$ cat config.mk
export PLATFORM = sky130hd
export DESIGN_NAME = ifmtr_queue
export DESIGN_NICKNAME = d
export VERILOG_FILES = /design/src/rtl/ifmtr_pkg.sv /design/src/rtl/ifmtr_queue.sv
export SDC_FILE = /design/constraint.sdc
export NUM_CORES = 1
export LEC_CHECK = 0
export BUFFER_PORTS_ARGS = -buffer_cell sky130_fd_sc_hd__buf_2
export CAP_MARGIN = 10
export CORE_ASPECT_RATIO = 1.2
export CORE_MARGIN = 3
export CORE_UTILIZATION = 55
export DETAILED_ROUTE_END_ITERATION = 8
export GPL_TIMING_DRIVEN = 0
export PLACE_DENSITY = 0.81
export SYNTH_ARGS = -nofsm -noshare
export SYNTH_HDL_FRONTEND = slang
export SYNTH_SLANG_ARGS = --single-unit
$ cat constraint.sdc
create_clock -name clk -period 5.4 [get_ports clk]
set_clock_uncertainty 0.1 [all_clocks]
set_input_delay 1.08 -clock clk [delete_from_list [all_inputs] [get_ports clk]]
set_output_delay 1.08 -clock clk [all_outputs]
set_load 0.01 [all_outputs]
$ cat src/rtl/ifmtr_pkg.sv
// ----------------------------------------------------------------------------
// ifmtr_pkg
// Shared types and constants of the IPv4 flow match and TTL rewrite unit.
// ----------------------------------------------------------------------------
package ifmtr_pkg;

	// item action codes
	localparam logic ACT_INSTALL = 1'b0;
	localparam logic ACT_BYTE    = 1'b1;

	// frame layout, offsets relative to the start of the IP header
	localparam logic [15:0] ETH_HDR_BYTES = 16'd14;
	localparam logic [15:0] OFS_IHL       = 16'd0;
	localparam logic [15:0] OFS_TTL       = 16'd8;
	localparam logic [15:0] OFS_CSUM_HI   = 16'd10;
	localparam logic [15:0] OFS_CSUM_LO   = 16'd11;
	localparam logic [13:0] OFS_SRC_WORD  = 14'd3;   // bytes 12 to 15
	localparam logic [13:0] OFS_DST_WORD  = 14'd4;   // bytes 16 to 19
	localparam logic [15:0] IP_MIN_BYTES  = 16'd20;
	localparam logic [15:0] LEN_MAX       = 16'hFFFF;
	localparam logic [15:0] TTL_GAP_LEN   = 16'd22;  // frame ends before the ttl byte
	localparam logic [5:0]  TTL_HDR_MIN   = 6'd8;
	localparam logic [16:0] TTL_FILL_WORD = 17'h0FF00;

	localparam int SUM_W       = 21;
	localparam int QUEUE_DEPTH = 4;
	localparam int QPTR_W      = 2;

	// one command from the parser to the table side
	typedef struct packed {
		logic             is_install;
		logic [7:0]       key;
		logic [31:0]      src_addr;
		logic [31:0]      dst_addr;
		logic [SUM_W-1:0] sum;
		logic [16:0]      corr;
		logic [7:0]       new_ttl;
		logic [5:0]       hdr_bytes;
		logic [15:0]      count;
		logic             complete;
	} cmd_t;

	// queue status seen by both sides
	typedef struct packed {
		logic full;
		logic empty;
	} queue_stat_t;

endpackage

$ cat src/rtl/ifmtr_queue.sv
// ----------------------------------------------------------------------------
// ifmtr_queue
// Short command queue between the parser and the table side.
// ----------------------------------------------------------------------------
module ifmtr_queue import ifmtr_pkg::*; (
	input  logic        clk,
	input  logic        arst_n,
	input  logic        push,
	input  cmd_t        push_cmd,
	input  logic        pop,
	output cmd_t        head_cmd,
	output queue_stat_t q_stat
);

	cmd_t              slot_q [QUEUE_DEPTH];
	logic [QPTR_W-1:0] wr_ptr_q;
	logic [QPTR_W-1:0] rd_ptr_q;
	logic [QPTR_W:0]   fill_q;

	assign head_cmd     = slot_q[rd_ptr_q];
	assign q_stat.full  = (fill_q == (QPTR_W + 1)'(QUEUE_DEPTH));
	assign q_stat.empty = (fill_q == '0);

	// storage
	always_ff @(posedge clk) begin
		if (push)
			slot_q[wr_ptr_q] <= push_cmd;
	end

	// pointers and fill level
	always_ff @(posedge clk or negedge arst_n) begin
		if (!arst_n) begin
			wr_ptr_q <= '0;
			rd_ptr_q <= '0;
			fill_q   <= '0;
		end else begin
			if (push)
				wr_ptr_q <= wr_ptr_q + 1'b1;
			if (pop)
				rd_ptr_q <= rd_ptr_q + 1'b1;
			case ({push, pop})
				2'b10:   fill_q <= fill_q + 1'b1;
				2'b01:   fill_q <= fill_q - 1'b1;
				default: fill_q <= fill_q;
			endcase
		end
	end

endmodule

==> impl_metrics.json, run 1 <==
{
  "nets": 1282,
  "die_w_um": 184,
  "num_vias": 9452,
  "clk_latency_ns": 0.56,
  "drv_slew": 0,
  "firstDrtPassIters": 4,
  "syn_avg_cell_area_um2": 26.8,
  "end_kind": "output pin",
  "coreArea_mm2": 0.0371,
  "drcViolationCount": 0,
  "wire_per_inst_um": 24.3,
  "drive_above_1_share_pct": 46.5,
  "cts_resized": 0,
  "hold_buffers": 0,
  "h-tree-depth": 2,
  "crit_type": "reg2out",
  "syn_nets": 931,
  "multi_input_comb_area_mm2": 0.00340,
  "setup-violations-final": 0,
  "area_growth_pct": 19.0,
  "placed_cell_area_mm2": 0.0231,
  "gp_congestion": 0.723,
  "max_slew_margin_pct": 46.4,
  "min_period_ns": 3.50,
  "grt_first_pass_wirelength_mm": 60.8,
  "tightest_slew_ns": 0.804,
  "first_global_vias": 10000,
  "rows": 77,
  "synthTopCellsByArea": "edfxtp_1, mux4_2, dfrtp_1",
  "fin_area_mm2": 0.0248,
  "die_area_mm2": 0.0403,
  "leakage_uw": 0.00851,
  "rsz0062_at_grt": "no",
  "yosysTopAreaCellShare_pct": 81.8,
  "drt_iter0_markers": 760,
  "cap_violations": 0,
  "tritoncts": "yes",
  "drt-total-wl_mm": 40.2,
  "cp_max_fo": 10,
  "vdd_drop_max_mv": 0.462,
  "ant_nets": 0,
  "grt_max_degree": 57,
  "fmaxAchievable_mhz": 286,
  "yosys_warnings": 0,
  "syn_area_mm2": 0.0209,
  "final-seq-area_mm2": 0.0172,
  "fin_cells": 1653,
  "required_ns": 4.22,
  "grt_antenna_before_repair": 10,
  "cts_root_buf": "clkbuf_16",
  "final_common_cell": "edfxtp_1",
  "dp_hpwl_mm": 24.8,
  "yosysSeqAreaShare_pct": 82.6,
  "gr-usage-all-layers_pct": 20.2,
  "synth-seq-cells": 575,
  "clkSinkCount": 575,
  "fp.dieH_um": 219,
  "num-fill-cells": 2258,
  "postCtsSetupBuffers": 0,
  "outcome": "finished, final reports clean",
  "io_pins": 290,
  "grt_overflow": 0,
  "portBuffers": 289,
  "final_cell_mix": "edfxtp_1, buf_2, mux4_2",
  "hold_viol_final": 0,
  "final_core_utilization_pct": 66.9,
  "synthCells": 779,
  "finalSetupTns_ns": 0,
  "place_inst": 1550,
  "clk_path_buf_depth": 3,
  "power.density_mw_per_mm2": 550,
  "cts.clk_slew.worst_paths_ns": 0.06,
  "post-route-period-util_pct": 64.8,
  "yosysUniqueCellTypes": 18,
  "startpoint_type": "flip-flop",
  "min_path_type": "in2async",
  "finalPower_uw": 13600,
  "worstPathArrival_ns": 2.32,
  "numCtsBuffers": 52,
  "start_util_pct": 56.2,
  "viasPerCell": 5.72,
  "yosys.area.top_type": "edfxtp_1"
}
## cell families after synthesis
| kind of cell | Yosys count | share of synthesized area, % |
|---|---|---|
| and+or+nand+nor | 10 | 0.246 |
| xor gates and xnor gates | 6 | 0.252 |
| AOI/OAI and AO/OA | 2 | 0.0480 |
| DFF | 575 | 82.6 |
| buffers and inverters | 38 | 1.09 |
| muxes | 142 | 15.3 |
| adders and majority gates | 6 | 0.396 |
## stage by stage
step	hold slack, ns	setup slack, ns
floorplan	0.357	0.457
global placement	0.375	-2.28
detailed placement	0.392	2.43
CTS	0.214	1.80
global route	0.221	1.74
finish	0.246	1.90
## power by group
part	total [µW]	internal, µW	switching, µW
clock	3590	2080	1510
sequential	6010	5830	181
combinational	4050	1830	2220
## synth_stat cells, drive strengths merged
| library cell | n |
|---|---|
| edfxtp | 568 |
| mux4 | 142 |
| buf | 26 |
| dfrtp | 7 |
| clkbuf | 6 |
| inv | 6 |
| ha | 5 |
| and2 | 4 |
| xor2 | 4 |
| nand2 | 3 |
| o21ai | 2 |
| xnor2 | 2 |
| and3 | 1 |
| fa | 1 |
| nor2 | 1 |
| nor3 | 1 |
## final timing paths
check	startpoint	to	slack, ns	depth (start not counted)
worst max register to register	wr_ptr_q[0]	slot_q[2][59]	3.20	4
worst min register to register	fill_q[2]	fill_q[2]	0.40	1
worst min-delay path	arst_n	fill_q[1]	0.25	1
worst max-delay path	rd_ptr_q[1]	head_cmd[54]	1.90	4
min in group clk	fill_q[2]	fill_q[2]	0.40	1
max in group asynchronous	arst_n	fill_q[0]	4.79	1
## layout make-up
class                           instances  area share (%)
Buffer                                 32           0.827
Timing Repair Buffer                  297            6.71
Clock buffer                           60            5.45
Clock inverter                         34            1.30
Tap cell                              474            2.39
Antenna cell                            9          0.0907
Sequential cell                       575            69.4
Inverter                                6          0.0907
Multi-Input combinational cell        166            13.7
## critical path, stage by stage, from the launching register on
cell and delay [ns]:
dfrtp_1 0.32, buf_2 0.21, clkbuf_1 0.62, mux4_2 0.44
buf_2 0.17
## sequential cells by signal, indices dropped and copies added, names as in the netlist
| name | count |
|---|---|
| fill_q | 3 |
| rd_ptr_q | 2 |
| slot_q | 568 |
| wr_ptr_q | 2 |
## layer usage
metal	wire [µm]	share of wire [%]	global-route usage, %
met1	15100	38	26.3
met2	20500	51	32.9
met3	3270	8.2	6.07
met4	1310	3.3	7.11
met5	43	0.11	0
Note: power is estimated with default switching activity, not from simulation.
==> inputs of run 2 (changes only) <==
Settings changed: CORE_UTILIZATION 55 to 51, PLACE_DENSITY 0.81 to 0.79.
Clock period 5.4 ns to 3.1 ns, I/O delays scaled along.
==> impl_metrics.json, run 2 (same netlist as run 1, synthesis figures left out) <==
{
  "cts_root_buf": "clkbuf_16",
  "first_global_vias": 10100,
  "finalSetupTns_ns": 0,
  "postCtsSetupBuffers": 0,
  "rsz0062_at_grt": "yes",
  "power_switching_uw": 6850,
  "multi_input_comb_area_mm2": 0.00340,
  "crit_type": "reg2out",
  "setup_ws_ns": 0.110,
  "leakage_uw": 0.00857,
  "dp_hpwl_mm": 25.8,
  "die_area_mm2": 0.0434,
  "num-fill-cells": 2710,
  "fp.dieH_um": 228,
  "setup-violations-final": 0,
  "io_pins": 290,
  "gp_congestion": 0.715,
  "largest_reg_flops": 568,
  "area_growth_pct": 20.0,
  "end_kind": "output pin",
  "final_common_cell": "edfxtp_1",
  "tightest_slew_ns": 0.678,
  "final_core_utilization_pct": 62.5,
  "cap_violations": 0,
  "grt_max_degree": 45,
  "die_w_um": 191,
  "fmaxAchievable_mhz": 334,
  "power.sequential.fraction_pct": 43.8,
  "coreArea_mm2": 0.0400,
  "cts.clk_slew.worst_paths_ns": 0.06,
  "internal_power_uw": 17000,
  "drv_slew": 0,
  "pwr-share-comb_pct": 29.8,
  "switching_share_pct": 28.7,
  "drt_iter0_markers": 648,
  "pre_cts_ws_ns": 0.498,
  "holdWs_ns": 0.136,
  "rows": 80,
  "startpoint_type": "flip-flop",
  "num_vias": 9477,
  "vdd_drop_max_mv": 0.739,
  "ant_nets": 0,
  "nets": 1288,
  "finalPower_uw": 23900,
  "largest-register": "slot_q",
  "wire_per_inst_um": 23.3,
  "max_slew_margin_pct": 54.8,
  "h-tree-depth": 2,
  "top_regs": "slot_q x568, fill_q x3",
  "drt-total-wl_mm": 40.1,
  "min_path_type": "in2reg",
  "power.density_mw_per_mm2": 955,
  "grt_antenna_before_repair": 9,
  "portBuffers": 289,
  "post-route-period-util_pct": 96.5,
  "required_ns": 2.38,
  "min_period_ns": 2.99,
  "drcViolationCount": 0,
  "grt_first_pass_wirelength_mm": 60.8,
  "start_util_pct": 52.1,
  "drive_above_1_share_pct": 47.2,
  "firstDrtPassIters": 4,
  "clk_path_buf_depth": 3,
  "viasPerCell": 5.51,
  "outcome": "finished, final reports clean",
  "tritoncts": "yes",
  "cp_max_fo": 10,
  "gr-usage-all-layers_pct": 18.8,
  "hold_viol_final": 0,
  "grt_overflow": 0,
  "final-seq-area_mm2": 0.0172,
  "clk_latency_ns": 0.58,
  "final_cell_mix": "edfxtp_1, buf_2, mux4_2",
  "clkSinkCount": 575,
  "numCtsBuffers": 53,
  "power_frac_clock_pct": 26.5,
  "worstPathArrival_ns": 2.27
}
-- run 2: critical path, stage by stage, from the launching register on --
cell and delay [ns]:
dfrtp_1 0.32, buf_2 0.24, clkbuf_1 0.56, mux4_2 0.41, buf_2 0.16
-- run 2: final timing paths --
path	depth (start not counted)	startpoint	end	slack, ns
min in group asynchronous	2	arst_n	fill_q[2]	0.30
setup reg to reg	5	wr_ptr_q[0]	slot_q[0][105]	0.79
hold / removal	1	push_cmd[38]	slot_q[3][38]	0.14
setup / recovery	4	rd_ptr_q[1]	head_cmd[19]	0.11
max in group asynchronous	2	arst_n	wr_ptr_q[0]	2.44
hold reg to reg	1	fill_q[2]	fill_q[2]	0.41
-- run 2: final cells by class --
class | count | share of cell area (%)
sequential | 575 | 68.9
tap | 533 | 2.66
multi-input combinational | 166 | 13.6
clock inverter | 35 | 1.25
clock buffer | 63 | 5.62
antenna | 8 | 0.0800
buffer | 32 | 0.905
timing repair buffer | 302 | 6.93
inverter | 6 | 0.0900
-- run 2: power by group through the flow --
stage	Clock (µW)	Sequential, µW	Combinational, µW
after floorplan	0	10600	4420
after global placement	0	10700	7000
after detailed placement	0	10600	7260
after CTS	6480	10500	7320
after global routing	6800	10600	7670
final	6330	10500	7110
-- run 2: metal layers --
| metal | GRT usage (%) | routed length [µm] |
|---|---|---|
| met2 | 31.4 | 20900 |
| met3 | 4.76 | 2930 |
| met5 | 0 | 49 |
| met4 | 7.08 | 1120 |
| met1 | 24.2 | 15100 |
-- run 2: what timing repair did --
| action | in CTS | in global routing |
|---|---|---|
| hold buffers | 1 | 0 |
| gates resized for setup | 4 | 9 |
| endpoints found under the hold margin | 7 | 0 |
| endpoints found under the setup margin | 81 | 26 |
-- run 2: stage by stage --
stage / cell area [µm²] / std cells
2_1_floorplan: 20900 / 779
3_3_place_gp: 23000 / 1601
3_5_place_dp: 23300 / 1613
4_1_cts: 25000 / 1712
5_1_grt: 25000 / 1715
6_report: 25000 / 1720
==> inputs of run 3 (changes only) <==
Settings changed: CORE_UTILIZATION 51 to 55, PLACE_DENSITY 0.79 to 0.81.
Clock period 3.1 ns to 2.96 ns, I/O delays scaled along.
==> impl_metrics.json, run 3 (same netlist as run 1, synthesis figures left out) <==
{
  "outcome": "finished, final reports clean",
  "first_global_vias": 9926,
  "tightest_slew_ns": 0.795,
  "dr_wl_met2_mm": 20.5,
  "vdd_drop_max_mv": 0.654,
  "dp_hpwl_mm": 24.5,
  "largest_reg_flops": 568,
  "final_common_cell": "edfxtp_1",
  "min_period_ns": 2.87,
  "wire_per_inst_um": 24.3,
  "io_pins": 290,
  "setup-violations-final": 0,
  "min_path_type": "in2reg",
  "routed-wl-met3_mm": 3.19,
  "min_to": "slot_q[3][115]",
  "power.density_mw_per_mm2": 997,
  "fin_area_mm2": 0.0248,
  "rows": 77,
  "finalPower_uw": 24800,
  "leakage_uw": 0.00853,
  "tritoncts": "yes",
  "hp-start": "push_cmd[115]",
  "required_ns": 2.27,
  "cap_violations": 0,
  "drcViolationCount": 0,
  "worst-r2r-cell-count": 5,
  "final-seq-area_mm2": 0.0172,
  "fp.dieH_um": 219,
  "top_regs": "slot_q x568, fill_q x3",
  "hold_viol_final": 0,
  "largest-register": "slot_q",
  "fmaxAchievable_mhz": 349,
  "coreArea_mm2": 0.0371,
  "drv_slew": 0,
  "final_cell_mix": "edfxtp_1, buf_2, mux4_2",
  "clk_latency_ns": 0.56,
  "switching_share_pct": 28.7,
  "drt-total-wl_mm": 40.2,
  "worstReg2RegEnd": "slot_q[1][126]",
  "pwr-share-comb_pct": 30.5,
  "num-fill-cells": 2341,
  "power_frac_clock_pct": 25.2,
  "m1WireLength_mm": 15.3,
  "end_kind": "output pin",
  "startpoint_type": "flip-flop",
  "grt_antenna_before_repair": 7,
  "num_vias": 9378,
  "power.sequential.fraction_pct": 44.3,
  "worstPathArrival_ns": 2.17,
  "multi_input_comb_area_mm2": 0.00340,
  "grt_first_pass_wirelength_mm": 60.1,
  "nets": 1286,
  "clkSinkCount": 575,
  "drt_iter0_markers": 624,
  "die_w_um": 184,
  "internal_power_uw": 17600,
  "h-tree-depth": 2,
  "cts.clk_slew.worst_paths_ns": 0.06,
  "firstDrtPassIters": 5,
  "drive_above_1_share_pct": 46.7,
  "die_area_mm2": 0.0403,
  "cts_root_buf": "clkbuf_16",
  "top_layer": "met5",
  "ant_nets": 0,
  "ff2ff_setup_slack_ns": 0.49,
  "power_switching_uw": 7110,
  "reg2reg_from": "wr_ptr_q[1]",
  "final_core_utilization_pct": 67.0,
  "post-route-period-util_pct": 96.8,
  "numCtsBuffers": 51,
  "viasPerCell": 5.66,
  "gr-usage-all-layers_pct": 20.0,
  "crit_type": "reg2out",
  "cp_max_fo": 10,
  "grt_max_degree": 51,
  "placed_cell_area_mm2": 0.0231,
  "gp_congestion": 0.721,
  "rsz0062_at_grt": "yes",
  "holdPathStages": 1,
  "portBuffers": 289,
  "start_util_pct": 56.2,
  "grt_overflow": 0,
  "clk_path_buf_depth": 3,
  "max_slew_margin_pct": 47.0,
  "area_growth_pct": 19.1,
  "finalSetupTns_ns": 0
}
## run 3: per-stage QoR
| stage | instances | setup WS (ns) | hold WS, ns |
|---|---|---|---|
| floorplan | 779 | 0.0539 | 0.196 |
| global placement | 1542 | -1.50 | 0.330 |
| detailed placement | 1550 | 0.304 | 0.339 |
| CTS | 1645 | -0.000661 | 0.104 |
| global route | 1652 | -0.0444 | 0.109 |
| finish | 1656 | 0.0943 | 0.134 |
## run 3: how the worst max path moves through the flow
| stage | slack (ns) | depth (start not counted) | end | from |
|---|---|---|---|---|
| 2_1_floorplan | 0.05 | 3 | slot_q[2][0] | wr_ptr_q[0] |
| 3_3_place_gp | -1.50 | 2 | slot_q[0][110] | push |
| 3_5_place_dp | 0.30 | 4 | slot_q[1][116] | push |
| 4_1_cts | -0.0007 | 4 | head_cmd[43] | rd_ptr_q[0] |
| 5_1_grt | -0.04 | 4 | head_cmd[69] | rd_ptr_q[0] |
| 6_report | 0.09 | 4 | head_cmd[71] | rd_ptr_q[0] |
## run 3: what timing repair did
item / CTS / global route
hold buffers: 1 / 0
gates resized for setup: 20 / 9
buffers inserted: 0 / 4
endpoints found under the hold margin: 7 / 0
setup endpoints to repair: 114 / 85
## run 3: routing by layer
metal	track usage, %	vias up
li1	-	4098
met4	6.33	6
met5	0	-
met3	5.44	79
met1	26.5	4845
met2	33.0	350
## run 3: worst max-delay path, cell delays in order, from the launching register on
cell and delay, ns:
dfrtp_1 0.36, buf_8 0.17, buf_2 0.35, mux4_2 0.56, buf_2 0.17
## run 3: final cells by class
type | count | share of cell area (%)
Sequential cell | 575 | 69.4
Multi-Input combinational cell | 166 | 13.7
Timing Repair Buffer | 302 | 6.87
Clock buffer | 64 | 5.33
Tap cell | 474 | 2.39
Buffer | 32 | 1.15
Clock inverter | 30 | 1.02
Inverter | 6 | 0.0907
Antenna cell | 7 | 0.0705
## run 3: power groups by stage
stage / clock (µW) / sequential [µW] / combinational, µW
after floorplan: 0 / 11100 / 4630
after global placement: 0 / 11200 / 7300
after detailed placement: 0 / 11100 / 7540
after CTS: 6400 / 11000 / 7680
after global routing: 6710 / 11100 / 8130
final: 6240 / 11000 / 7550
