==> src/rtl/ifmtr_pkg.sv <==
// ----------------------------------------------------------------------------
// ifmtr_pkg
// Shared types and constants of the IPv4 flow match and TTL rewrite unit.
// ----------------------------------------------------------------------------
package ifmtr_pkg;

	// item action codes
	localparam logic ACT_INSTALL = 1'b0;
	localparam logic ACT_BYTE    = 1'b1;

	// frame layout, offsets relative to the start of the IP header
	localparam logic [15:0] ETH_HDR_BYTES = 16'd14;
	localparam logic [15:0] OFS_IHL       = 16'd0;
	localparam logic [15:0] OFS_TTL       = 16'd8;
	localparam logic [15:0] OFS_CSUM_HI   = 16'd10;
	localparam logic [15:0] OFS_CSUM_LO   = 16'd11;
	localparam logic [13:0] OFS_SRC_WORD  = 14'd3;   // bytes 12 to 15
	localparam logic [13:0] OFS_DST_WORD  = 14'd4;   // bytes 16 to 19
	localparam logic [15:0] IP_MIN_BYTES  = 16'd20;
	localparam logic [15:0] LEN_MAX       = 16'hFFFF;
	localparam logic [15:0] TTL_GAP_LEN   = 16'd22;  // frame ends before the ttl byte
	localparam logic [5:0]  TTL_HDR_MIN   = 6'd8;
	localparam logic [16:0] TTL_FILL_WORD = 17'h0FF00;

	localparam int SUM_W       = 21;
	localparam int QUEUE_DEPTH = 4;
	localparam int QPTR_W      = 2;

	// one command from the parser to the table side
	typedef struct packed {
		logic             is_install;
		logic [7:0]       key;
		logic [31:0]      src_addr;
		logic [31:0]      dst_addr;
		logic [SUM_W-1:0] sum;
		logic [16:0]      corr;
		logic [7:0]       new_ttl;
		logic [5:0]       hdr_bytes;
		logic [15:0]      count;
		logic             complete;
	} cmd_t;

	// queue status seen by both sides
	typedef struct packed {
		logic full;
		logic empty;
	} queue_stat_t;

endpackage

==> src/rtl/ifmtr_front.sv <==
// ----------------------------------------------------------------------------
// ifmtr_front
// Accepts items, parses frame bytes and pushes install and lookup commands.
// ----------------------------------------------------------------------------
module ifmtr_front import ifmtr_pkg::*; (
	input  logic        clk,
	input  logic        arst_n,
	input  logic        item_valid,
	output logic        item_ready,
	input  logic        action,
	input  logic [31:0] rule_src_addr,
	input  logic [31:0] rule_dst_addr,
	input  logic [7:0]  frame_byte,
	input  logic        frame_last,
	input  queue_stat_t q_stat,
	output logic        push,
	output cmd_t        push_cmd
);

	logic [15:0]      pos_q;
	logic [3:0]       hlw_q;
	logic [7:0]       ttl_q;
	logic [SUM_W-1:0] sum_q;
	logic [7:0]       pend_q;
	logic [31:0]      src_q;
	logic [31:0]      dst_q;

	logic             take;
	logic             at_hdr;
	logic [15:0]      off;
	logic [15:0]      cnt;
	logic [3:0]       nxt_hlw;
	logic [7:0]       nxt_ttl;
	logic [SUM_W-1:0] nxt_sum;
	logic [7:0]       nxt_pend;
	logic [31:0]      nxt_src;
	logic [31:0]      nxt_dst;
	logic [7:0]       v;
	logic             in_hdr;
	logic [5:0]       hb;
	logic [15:0]      got;
	logic             add_pend;
	logic             add_ttl;
	logic [16:0]      corr;

	assign item_ready = !q_stat.full;
	assign take       = item_valid && item_ready;

	// per-byte parse update
	always_comb begin
		at_hdr   = (pos_q >= ETH_HDR_BYTES);
		off      = pos_q - ETH_HDR_BYTES;
		cnt      = (pos_q != LEN_MAX) ? pos_q + 16'd1 : LEN_MAX;
		nxt_hlw  = (at_hdr && off == OFS_IHL) ? frame_byte[3:0] : hlw_q;
		nxt_ttl  = (at_hdr && off == OFS_TTL) ? frame_byte : ttl_q;
		v        = frame_byte;
		if (at_hdr && off == OFS_TTL)
			v = frame_byte - 8'd1;
		if (at_hdr && (off == OFS_CSUM_HI || off == OFS_CSUM_LO))
			v = 8'd0;
		nxt_src  = (at_hdr && off[15:2] == OFS_SRC_WORD) ? {src_q[23:0], frame_byte} : src_q;
		nxt_dst  = (at_hdr && off[15:2] == OFS_DST_WORD) ? {dst_q[23:0], frame_byte} : dst_q;
		in_hdr   = at_hdr && (off < {10'd0, nxt_hlw, 2'b00});
		nxt_pend = (in_hdr && !off[0]) ? v : pend_q;
		nxt_sum  = (in_hdr && off[0]) ? sum_q + {5'd0, pend_q, v} : sum_q;
	end

	// end-of-frame summary
	always_comb begin
		hb       = {nxt_hlw, 2'b00};
		got      = cnt - ETH_HDR_BYTES;
		add_pend = (cnt > ETH_HDR_BYTES) && (got < {10'd0, hb}) && got[0];
		add_ttl  = (cnt <= TTL_GAP_LEN) && (hb > TTL_HDR_MIN);
		corr     = (add_pend ? {1'b0, nxt_pend, 8'd0} : 17'd0)
		         + (add_ttl ? TTL_FILL_WORD : 17'd0);
	end

	// command towards the table side
	always_comb begin
		push                = take && (action == ACT_INSTALL || frame_last);
		push_cmd.is_install = (action == ACT_INSTALL);
		push_cmd.key        = (action == ACT_INSTALL) ?
		                      (rule_src_addr[31:24] ^ rule_dst_addr[31:24]) :
		                      (nxt_src[31:24] ^ nxt_dst[31:24]);
		push_cmd.src_addr   = (action == ACT_INSTALL) ? rule_src_addr : nxt_src;
		push_cmd.dst_addr   = (action == ACT_INSTALL) ? rule_dst_addr : nxt_dst;
		push_cmd.sum        = nxt_sum;
		push_cmd.corr       = corr;
		push_cmd.new_ttl    = nxt_ttl - 8'd1;
		push_cmd.hdr_bytes  = hb;
		push_cmd.count      = cnt;
		push_cmd.complete   = (cnt >= ETH_HDR_BYTES + IP_MIN_BYTES) &&
		                      (cnt >= ETH_HDR_BYTES + {10'd0, hb});
	end

	// parse state, cleared after the last byte of a frame
	always_ff @(posedge clk or negedge arst_n) begin
		if (!arst_n) begin
			pos_q  <= '0;
			hlw_q  <= '0;
			ttl_q  <= '0;
			sum_q  <= '0;
			pend_q <= '0;
			src_q  <= '0;
			dst_q  <= '0;
		end else if (take && action == ACT_BYTE) begin
			if (frame_last) begin
				pos_q  <= '0;
				hlw_q  <= '0;
				ttl_q  <= '0;
				sum_q  <= '0;
				pend_q <= '0;
				src_q  <= '0;
				dst_q  <= '0;
			end else begin
				pos_q  <= cnt;
				hlw_q  <= nxt_hlw;
				ttl_q  <= nxt_ttl;
				sum_q  <= nxt_sum;
				pend_q <= nxt_pend;
				src_q  <= nxt_src;
				dst_q  <= nxt_dst;
			end
		end
	end

endmodule

==> config.mk <==
export PLATFORM = sky130hd
export DESIGN_NAME = ifmtr_front
export DESIGN_NICKNAME = d
export VERILOG_FILES = /design/src/rtl/ifmtr_pkg.sv /design/src/rtl/ifmtr_front.sv
export SDC_FILE = /design/constraint.sdc
export NUM_CORES = 1
export LEC_CHECK = 0
export BUFFER_PORTS_ARGS = -buffer_cell sky130_fd_sc_hd__buf_2
export CORE_MARGIN = 10
export CORE_UTILIZATION = 56
export CTS_CLUSTER_SIZE = 16
export DETAILED_ROUTE_END_ITERATION = 7
export PLACE_DENSITY = 0.91
export SETUP_SLACK_MARGIN = 0.4
export SLEW_MARGIN = 20
export SYNTH_ARGS = -nofsm -noshare
export SYNTH_HDL_FRONTEND = slang
export SYNTH_SLANG_ARGS = --single-unit
==> constraint.sdc <==
create_clock -name clk -period 7.8 [get_ports clk]
set_input_delay 0.39 -clock clk [delete_from_list [all_inputs] [get_ports clk]]
set_output_delay 0.39 -clock clk [all_outputs]
set_load 0.02 [all_outputs]
==> results of run 1 <==
[cells by family after synthesis]
| logic type | count (synthesis) |
|---|---|
| other cells | 1 |
| mux | 93 |
| flops | 121 |
| fa+ha+maj | 45 |
| buf+inv | 114 |
| simple gates | 303 |
| xor+xnor | 69 |
| compound gates | 328 |
[registers in the layout (all words and copies together), names as in the netlist]
signal  flops
pos_q      16
src_q      32
hlw_q       4
ttl_q       8
sum_q      21
pend_q      8
dst_q      32
[per-layer routing]
layer | global-route usage, % | up-vias
met2 | 41.1 | 339
met3 | 6.60 | 50
met5 | 0 | -
met1 | 30.9 | 4288
met4 | 9.23 | 0
li1 | - | 4245
[report_power, final]
part           switching [W]  internal (W)
combinational       0.000203      0.000101
sequential         0.0000162      0.000633
clock               0.000309      0.000440
[stage by stage]
step | cell area (sq um) | power [W]
2_1_floorplan | 9560 | 0.000856
3_3_place_gp | 10600 | 0.000959
3_5_place_dp | 10600 | 0.000964
4_1_cts | 11100 | 0.00171
5_1_grt | 11100 | 0.00177
6_report | 11100 | 0.00170
[critical path, cell delays in order, from the launching register on]
cell and delay [ps]:
dfrtp_1 480, ha_1 460, or4b_2 700, nor3_1 210, nor3_1 140, nor3_4 370
mux2i_4 400, ha_1 240, nor3_1 70, nand4_1 100, o221ai_1 180, o221a_4 330
o211ai_1 190, buf_4 240, mux2i_1 100, nor2_1 130, ha_1 180, inv_1 60
fa_1 400, inv_1 80, a21oi_1 60, o21ai_0 270, a21oi_1 120, o21bai_1 210
a21o_1 150, a21o_1 100, buf_2 150
[layout make-up]
type | instances | area (sq um) | share of cell area, %
Inverter | 33 | 124 | 1.11
Sequential cell | 121 | 3030 | 27.2
Timing Repair Buffer | 221 | 1140 | 10.2
Tap cell | 220 | 275 | 2.47
Multi-Input combinational cell | 848 | 6020 | 54.1
Clock inverter | 13 | 123 | 1.10
Clock buffer | 19 | 433 | 3.89
[timing repair]
item                       in CTS  in global routing
setup endpoints to repair       0                  3
resized for setup               0                  3
setup buffers                   0                  0
hold endpoints to repair        0                  0
hold buffers                    0                  0
[layout by cell type, fill, tap and decap left out, types with 7 or more instances in the layout]
| cell | netlist | layout |
|---|---|---|
| conb_1 | 1 | 10 |
| xor2_1 | 32 | 32 |
| a21oi_1 | 97 | 97 |
| or3_1 | 7 | 7 |
| o21ai_0 | 43 | 43 |
| inv_1 | 31 | 31 |
| a22o_1 | 91 | 91 |
| nor3_1 | 16 | 15 |
| buf_4 | 14 | 12 |
| mux2i_1 | 86 | 85 |
| nand3_1 | 16 | 16 |
| dfrtp_1 | 121 | 121 |
| and2_1 | 8 | 8 |
| xnor2_1 | 37 | 37 |
| a21o_1 | 18 | 18 |
| nand2_1 | 77 | 77 |
| ha_1 | 43 | 43 |
| buf_2 | 12 | 209 |
| clkbuf_16 | 0 | 17 |
| o2bb2ai_1 | 9 | 9 |
| nand2b_1 | 10 | 10 |
| nand4_1 | 9 | 9 |
| or2_2 | 7 | 7 |
| nor2_1 | 108 | 108 |
| o211ai_1 | 8 | 8 |
[path summary, 6_finish.rpt]
kind,start,endpoint,slack [ps]
worst max-delay path,pos_q[1]$_DFFE_PN0P_,push_cmd[47],870
worst min-delay path,arst_n,pos_q[14]$_DFFE_PN0P_,10
worst max register to register,pos_q[1]$_DFFE_PN0P_,sum_q[20]$_DFFE_PN0P_,1880
worst min register to register,ttl_q[0]$_DFFE_PN0P_,ttl_q[0]$_DFFE_PN0P_,490
max in group asynchronous,arst_n,src_q[26]$_DFFE_PN0P_,6450
min in group clk,frame_byte[7],dst_q[7]$_DFFE_PN0P_,370
==> results.tsv, run 1 <==
stage	metric	value	unit
run_status	status	complete, no violations	
synth	synth.area.mux_share	9.89	%
placement	dp_slack	1140	ps
timing	fin_skew	7.94	ps
placement	io_buffer_count	211	
synth	synthXorXnorAreaFrac	6.34	%
drt	first_pass_iters	5	
final_layout	fillers	1339	
setup_path	startpoint_type	register	
drt	drc	0	
grt	overflow	0	
clock_tree	clkTransAtPathRegs	60	ps
synth	yosys-top-cells-count	121 x dfrtp_1, 108 x nor2_1, 97 x a21oi_1	
synth	yosys-top-cells-area	dfrtp_1 32%, mux2i_1 9.0%, a22o_1 8.4%	
synth	yosysWarnings	0	
setup_path	critPathRequiredTime	7410	ps
drt	wl_met1	12.1	mm
die	die_height	150	um
placement	place_inst	1443	
die	initial_core_util	57.3	%
final_layout	layout-drive-gt1-share	23.4	%
drt	ant_nets	0	
synth	synth_top_family_by_area	compound AO/OA/AOI/OAI gates	
synth	yosysMostFrequentCell	dfrtp_1	
timing	setup_viol	0	
grt	antenna_found_initial	0	
synth	ys_ff_latch	121	
drt	wl_per_cell	19.5	um
synth	synth-compound-area-share	24.5	%
final_layout	utilization	66.9	%
grt	grt_pass1_vias	8894	
timing	post-route-worst-setup-slack	869	ps
setup_path	critPathArrivalTime	6540	ps
placement	detailed_place_hpwl	21.4	mm
synth	yosys.area.top_type	dfrtp_1	
synth	synth-edff-count	0	
clock_tree	clk-insertion-delay-late	420	ps
power_and_ir_drop	leakagePower	5.54	nW
timing	report.final.slew_viol_count	0	
synth	syn_area	9530	sq um
timing	relSlewSlack	27.1	%
min_path	hp-class	primary input to async pin	
clock_tree	numCtsBuffers	17	
clock_tree	htree_levels	4	
timing	fin_hold_ws	9.58	ps
timing	rsz0062_at_grt	no	
setup_path	critPathKind	register to output pin	
final_layout	finalNonFillerCells	1475	
setup_path	crit_fanout	10	
timing	fmax	144	MHz
synth	yosys.area.top_type_share	31.8	%
grt	grt_pass1_wl	45.7	mm
drt	vias_per_cell	6.05	
timing	finalHoldViolations	0	
synth	ys_types	79	
clock_tree	clockBufferDepth	2	
drt	routed-wl-met2	13.8	mm
timing	post-route-min-period	6930	ps
placement	place_congestion	0.930	
clock_tree	clock_sinks	121	
die	die_w	150	um
synth	syn_avg_cell_area	8.87	sq um
drt	wl_met3	2.04	mm
synth	synth-simple-area-share	15.7	%
die	std_cell_rows	47	
setup_path	crit_path_end_kind	output pin	
synth	netlist_instances	1074	
die	io_pins	223	
setup_path	r2r.worst_path.cells	18	
synth	async_flop_share	100	%
clock_tree	cts-root-buf	clkbuf_16	
timing	tns	0	ps
timing	tightest_slew	1090	ps
synth	ys_seq_area_share	31.8	%
die	die-area	22600	sq um
final_layout	nets	1366	
grt	grt.total_usage	25.0	%
synth	synth_ff_type	dfrtp_1	
clock_tree	tritoncts	done	
drt	drt-initial-drc-count	595	
power_and_ir_drop	cellPowerDensity	153	nW/um^2
drt	vias	8922	
timing	post-route-period-util	88.9	%
drt	wirelength	28.7	mm
final_layout	diodes	0	
final_layout	area_delta_synth_final	16.9	%
grt	grt_max_degree	109	
drt	highest_layer	met4	
synth	synthAdderAreaFrac	6.07	%
power_and_ir_drop	max-vdd-ir-drop	133	uV
job	drv_cap	0	
die	core_area	16600	sq um
(Power assumes the default switching activity.)
==> run 2, diff against run 1 <==
CORE_UTILIZATION = 57   (was 56)
CTS_BUF_LIST = sky130_fd_sc_hd__clkbuf_4 sky130_fd_sc_hd__clkbuf_8   (was not set)
PLACE_DENSITY = 0.92   (was 0.91)
SLEW_MARGIN = not set   (was 20)
==> run 2 against run 1 <==
  * Highest routed layer unchanged
  * Critical endpoint is now push_cmd[68]
  * Clock power fell by 28%
  * Worst hold slack improved by 310 ps
  * Largest power group is now registers
  * Via count is 0.22% higher
  * Global-route usage is 0.83 points higher
  * Critical path type unchanged
==> results.tsv, run 2 (same netlist as run 1, synthesis figures left out) <==
stage	metric	value	unit
run_status	status	complete, no violations	
setup_path	critPathMaxStageDelay	690	ps
job	drv_cap	0	
grt	overflow	0	
setup_path	crit_buf_inv	1	
power_and_ir_drop	clkPwrFrac	35.9	%
final_layout	layout-drive-gt1-share	23.7	%
die	core_area	16500	sq um
setup_path	critPathRequiredTime	7410	ps
timing	tightest_slew	1060	ps
grt	grt_pass1_vias	9102	
drt	first_pass_iters	6	
placement	io_buffer_count	211	
setup_path	critical_path.top_delay_family	simple AND/OR/NAND/NOR gates	
die	die-area	22300	sq um
clock_tree	clk-insertion-delay-late	460	ps
timing	fin_skew	13.2	ps
final_layout	fillers	1343	
final_layout	multi_input_area	6030	sq um
drt	ant_nets	0	
timing	report.final.slew_viol_count	0	
clock_tree	htree_levels	4	
setup_path	path_cells	ha_1 > or4b_2 > nor3_1 > or3_1 > and2_1 > nand3_2 > or2_2 > a21oi_1 > fa_1 > a21o_1 > a21oi_1 > o21ai_0 > a21o_1 > a21oi_1 > o211ai_1 > nand2_1 > nor3_1 > xor2_1 > buf_2	
drt	wirelength	29.3	mm
timing	setup_viol	0	
grt	grt_max_degree	94	
placement	detailed_place_hpwl	21.9	mm
die	std_cell_rows	47	
die	initial_core_util	57.9	%
drt	drt-initial-drc-count	725	
setup_path	crit_path_end_kind	output pin	
die	io_pins	223	
final_layout	regArea	3030	sq um
timing	relSlewSlack	29.4	%
die	die_w	149	um
setup_path	crit_start	pos_q[2]$_DFFE_PN0P_	
final_layout	reg.largest.list	dst_q: 32 flops, src_q: 32 flops, sum_q: 21 flops	
clock_tree	clockBufferDepth	2	
setup_path	startpoint_type	register	
min_path	hp-class	primary input to register	
timing	rsz0062_at_grt	no	
timing	fmax	146	MHz
grt	antenna_found_initial	0	
drt	wl_per_cell	19.8	um
drt	vias	8942	
drt	drc	0	
setup_path	reg2reg_from	pos_q[2]$_DFFE_PN0P_	
setup_path	critPathKind	register to output pin	
drt	vias_per_cell	6.05	
final_layout	area_delta_synth_final	15.2	%
timing	post-route-min-period	6870	ps
clock_tree	numCtsBuffers	17	
setup_path	crit_fanout	17	
power_and_ir_drop	max-vdd-ir-drop	97.4	uV
power_and_ir_drop	power_switching	0.000508	W
final_layout	nets	1369	
power_and_ir_drop	total_power	0.00149	W
grt	grt_pass1_wl	46.6	mm
power_and_ir_drop	swShare	34.0	%
clock_tree	tritoncts	done	
power_and_ir_drop	pwr-share-comb	20.7	%
setup_path	r2r_slack	1650	ps
min_path	worstHoldStart	frame_byte[7]	
final_layout	diodes	0	
clock_tree	cts-root-buf	clkbuf_8	
timing	finalHoldViolations	0	
setup_path	slowest_stage	or4b_2	
grt	grt.total_usage	25.8	%
placement	place_congestion	0.912	
power_and_ir_drop	leakagePower	5.48	nW
final_layout	mostFrequentLayoutCell	buf_2	
timing	tns	0	ps
power_and_ir_drop	seqPwrFrac	43.4	%
power_and_ir_drop	cellInternalPower	0.000985	W
final_layout	final_cell_mix	209 x buf_2, 121 x dfrtp_1, 108 x nor2_1	
setup_path	cp_common_cell	a21oi_1	
clock_tree	clock_sinks	121	
die	die_height	149	um
power_and_ir_drop	cellPowerDensity	136	nW/um^2
setup_path	critPathArrivalTime	6480	ps
clock_tree	clkTransAtPathRegs	80	ps
timing	post-route-period-util	88.1	%
## run 2: changes by cell type in the layout (fill, tap and decap cells not counted)
cell,change
clkbuf_16,-17
clkbuf_8,+17
buf_4,+2
clkbuf_1,-2
clkinv_2,+1
dlygate4sd3_1,+1
nor3_1,-1
nor3_2,+1
## run 2: final cells by class
type                    instances  share of cell area, %
flip-flops and latches        121                   27.6
clock buffers                  17                   2.13
repair buffers                224                   10.6
multi-input cells             848                   54.9
well taps                     220                   2.51
inverters                      33                   1.13
clock inverters                14                   1.16
## run 2: worst paths after layout
kind | endpoint | cells after the start
setup / recovery | push_cmd[68] | 19
hold / removal | ttl_q[7]$_DFFE_PN0P_ | 2
setup reg to reg | sum_q[20]$_DFFE_PN0P_ | 18
hold reg to reg | dst_q[30]$_DFFE_PN0P_ | 1
max in group asynchronous | sum_q[2]$_DFFE_PN0P_ | 3
min in group asynchronous | pos_q[8]$_DFFE_PN0P_ | 2
## run 2: metrics by stage
| step | instance area (sq um) | setup slack, ps | hold WS [ps] | util, % | cells |
|---|---|---|---|---|---|
| final | 11000 | 931 | 324 | 66.7 | 1477 |
| after global routing | 11000 | 454 | 334 | 66.7 | 1477 |
| after CTS | 10900 | 654 | 305 | 66.4 | 1475 |
| after detailed placement | 10600 | 1170 | 478 | 64.2 | 1443 |
| after global placement | 10600 | 1290 | 461 | 64.2 | 1443 |
| after floorplan | 9560 | 1800 | 94.4 | - | 1083 |
## run 2: timing repair
item | CTS | global route
setup buffers | 0 | 2
gates resized for setup | 0 | 4
hold buffers | 1 | 0
endpoints found under the hold margin | 14 | 0
endpoints found under the setup margin | 0 | 3
## run 2: worst reg2reg max path, stage by stage (launching register included)
cell and delay (ps):
dfrtp_1 490, ha_1 440, or4b_2 690, nor3_1 240, or3_1 200, and2_1 300, nand3_2 400, or2_2 430
a21oi_1 400, fa_1 310, a21o_1 140, a21oi_1 110, o21ai_0 260, a21o_1 250, a21oi_1 160, o211ai_1 420
nand2_1 160, o311a_1 350, a211o_1 260
## run 2: per-layer routing
layer | global-route usage (%) | vias up | part of all wire (%)
met5 | 0 | - | 0
met4 | 10.6 | 0 | 2.9
met3 | 6.67 | 61 | 7.4
met2 | 43.2 | 389 | 48
met1 | 31.0 | 4250 | 41
li1 | - | 4242 | -
## run 2: power by group through the flow
stage | clock network (W) | logic, W | registers (W)
after detailed placement | 0 | 0.000307 | 0.000660
final | 0.000537 | 0.000309 | 0.000648
after floorplan | 0 | 0.000206 | 0.000650
after global placement | 0 | 0.000299 | 0.000660
after CTS | 0.000539 | 0.000309 | 0.000648
after global routing | 0.000571 | 0.000339 | 0.000649
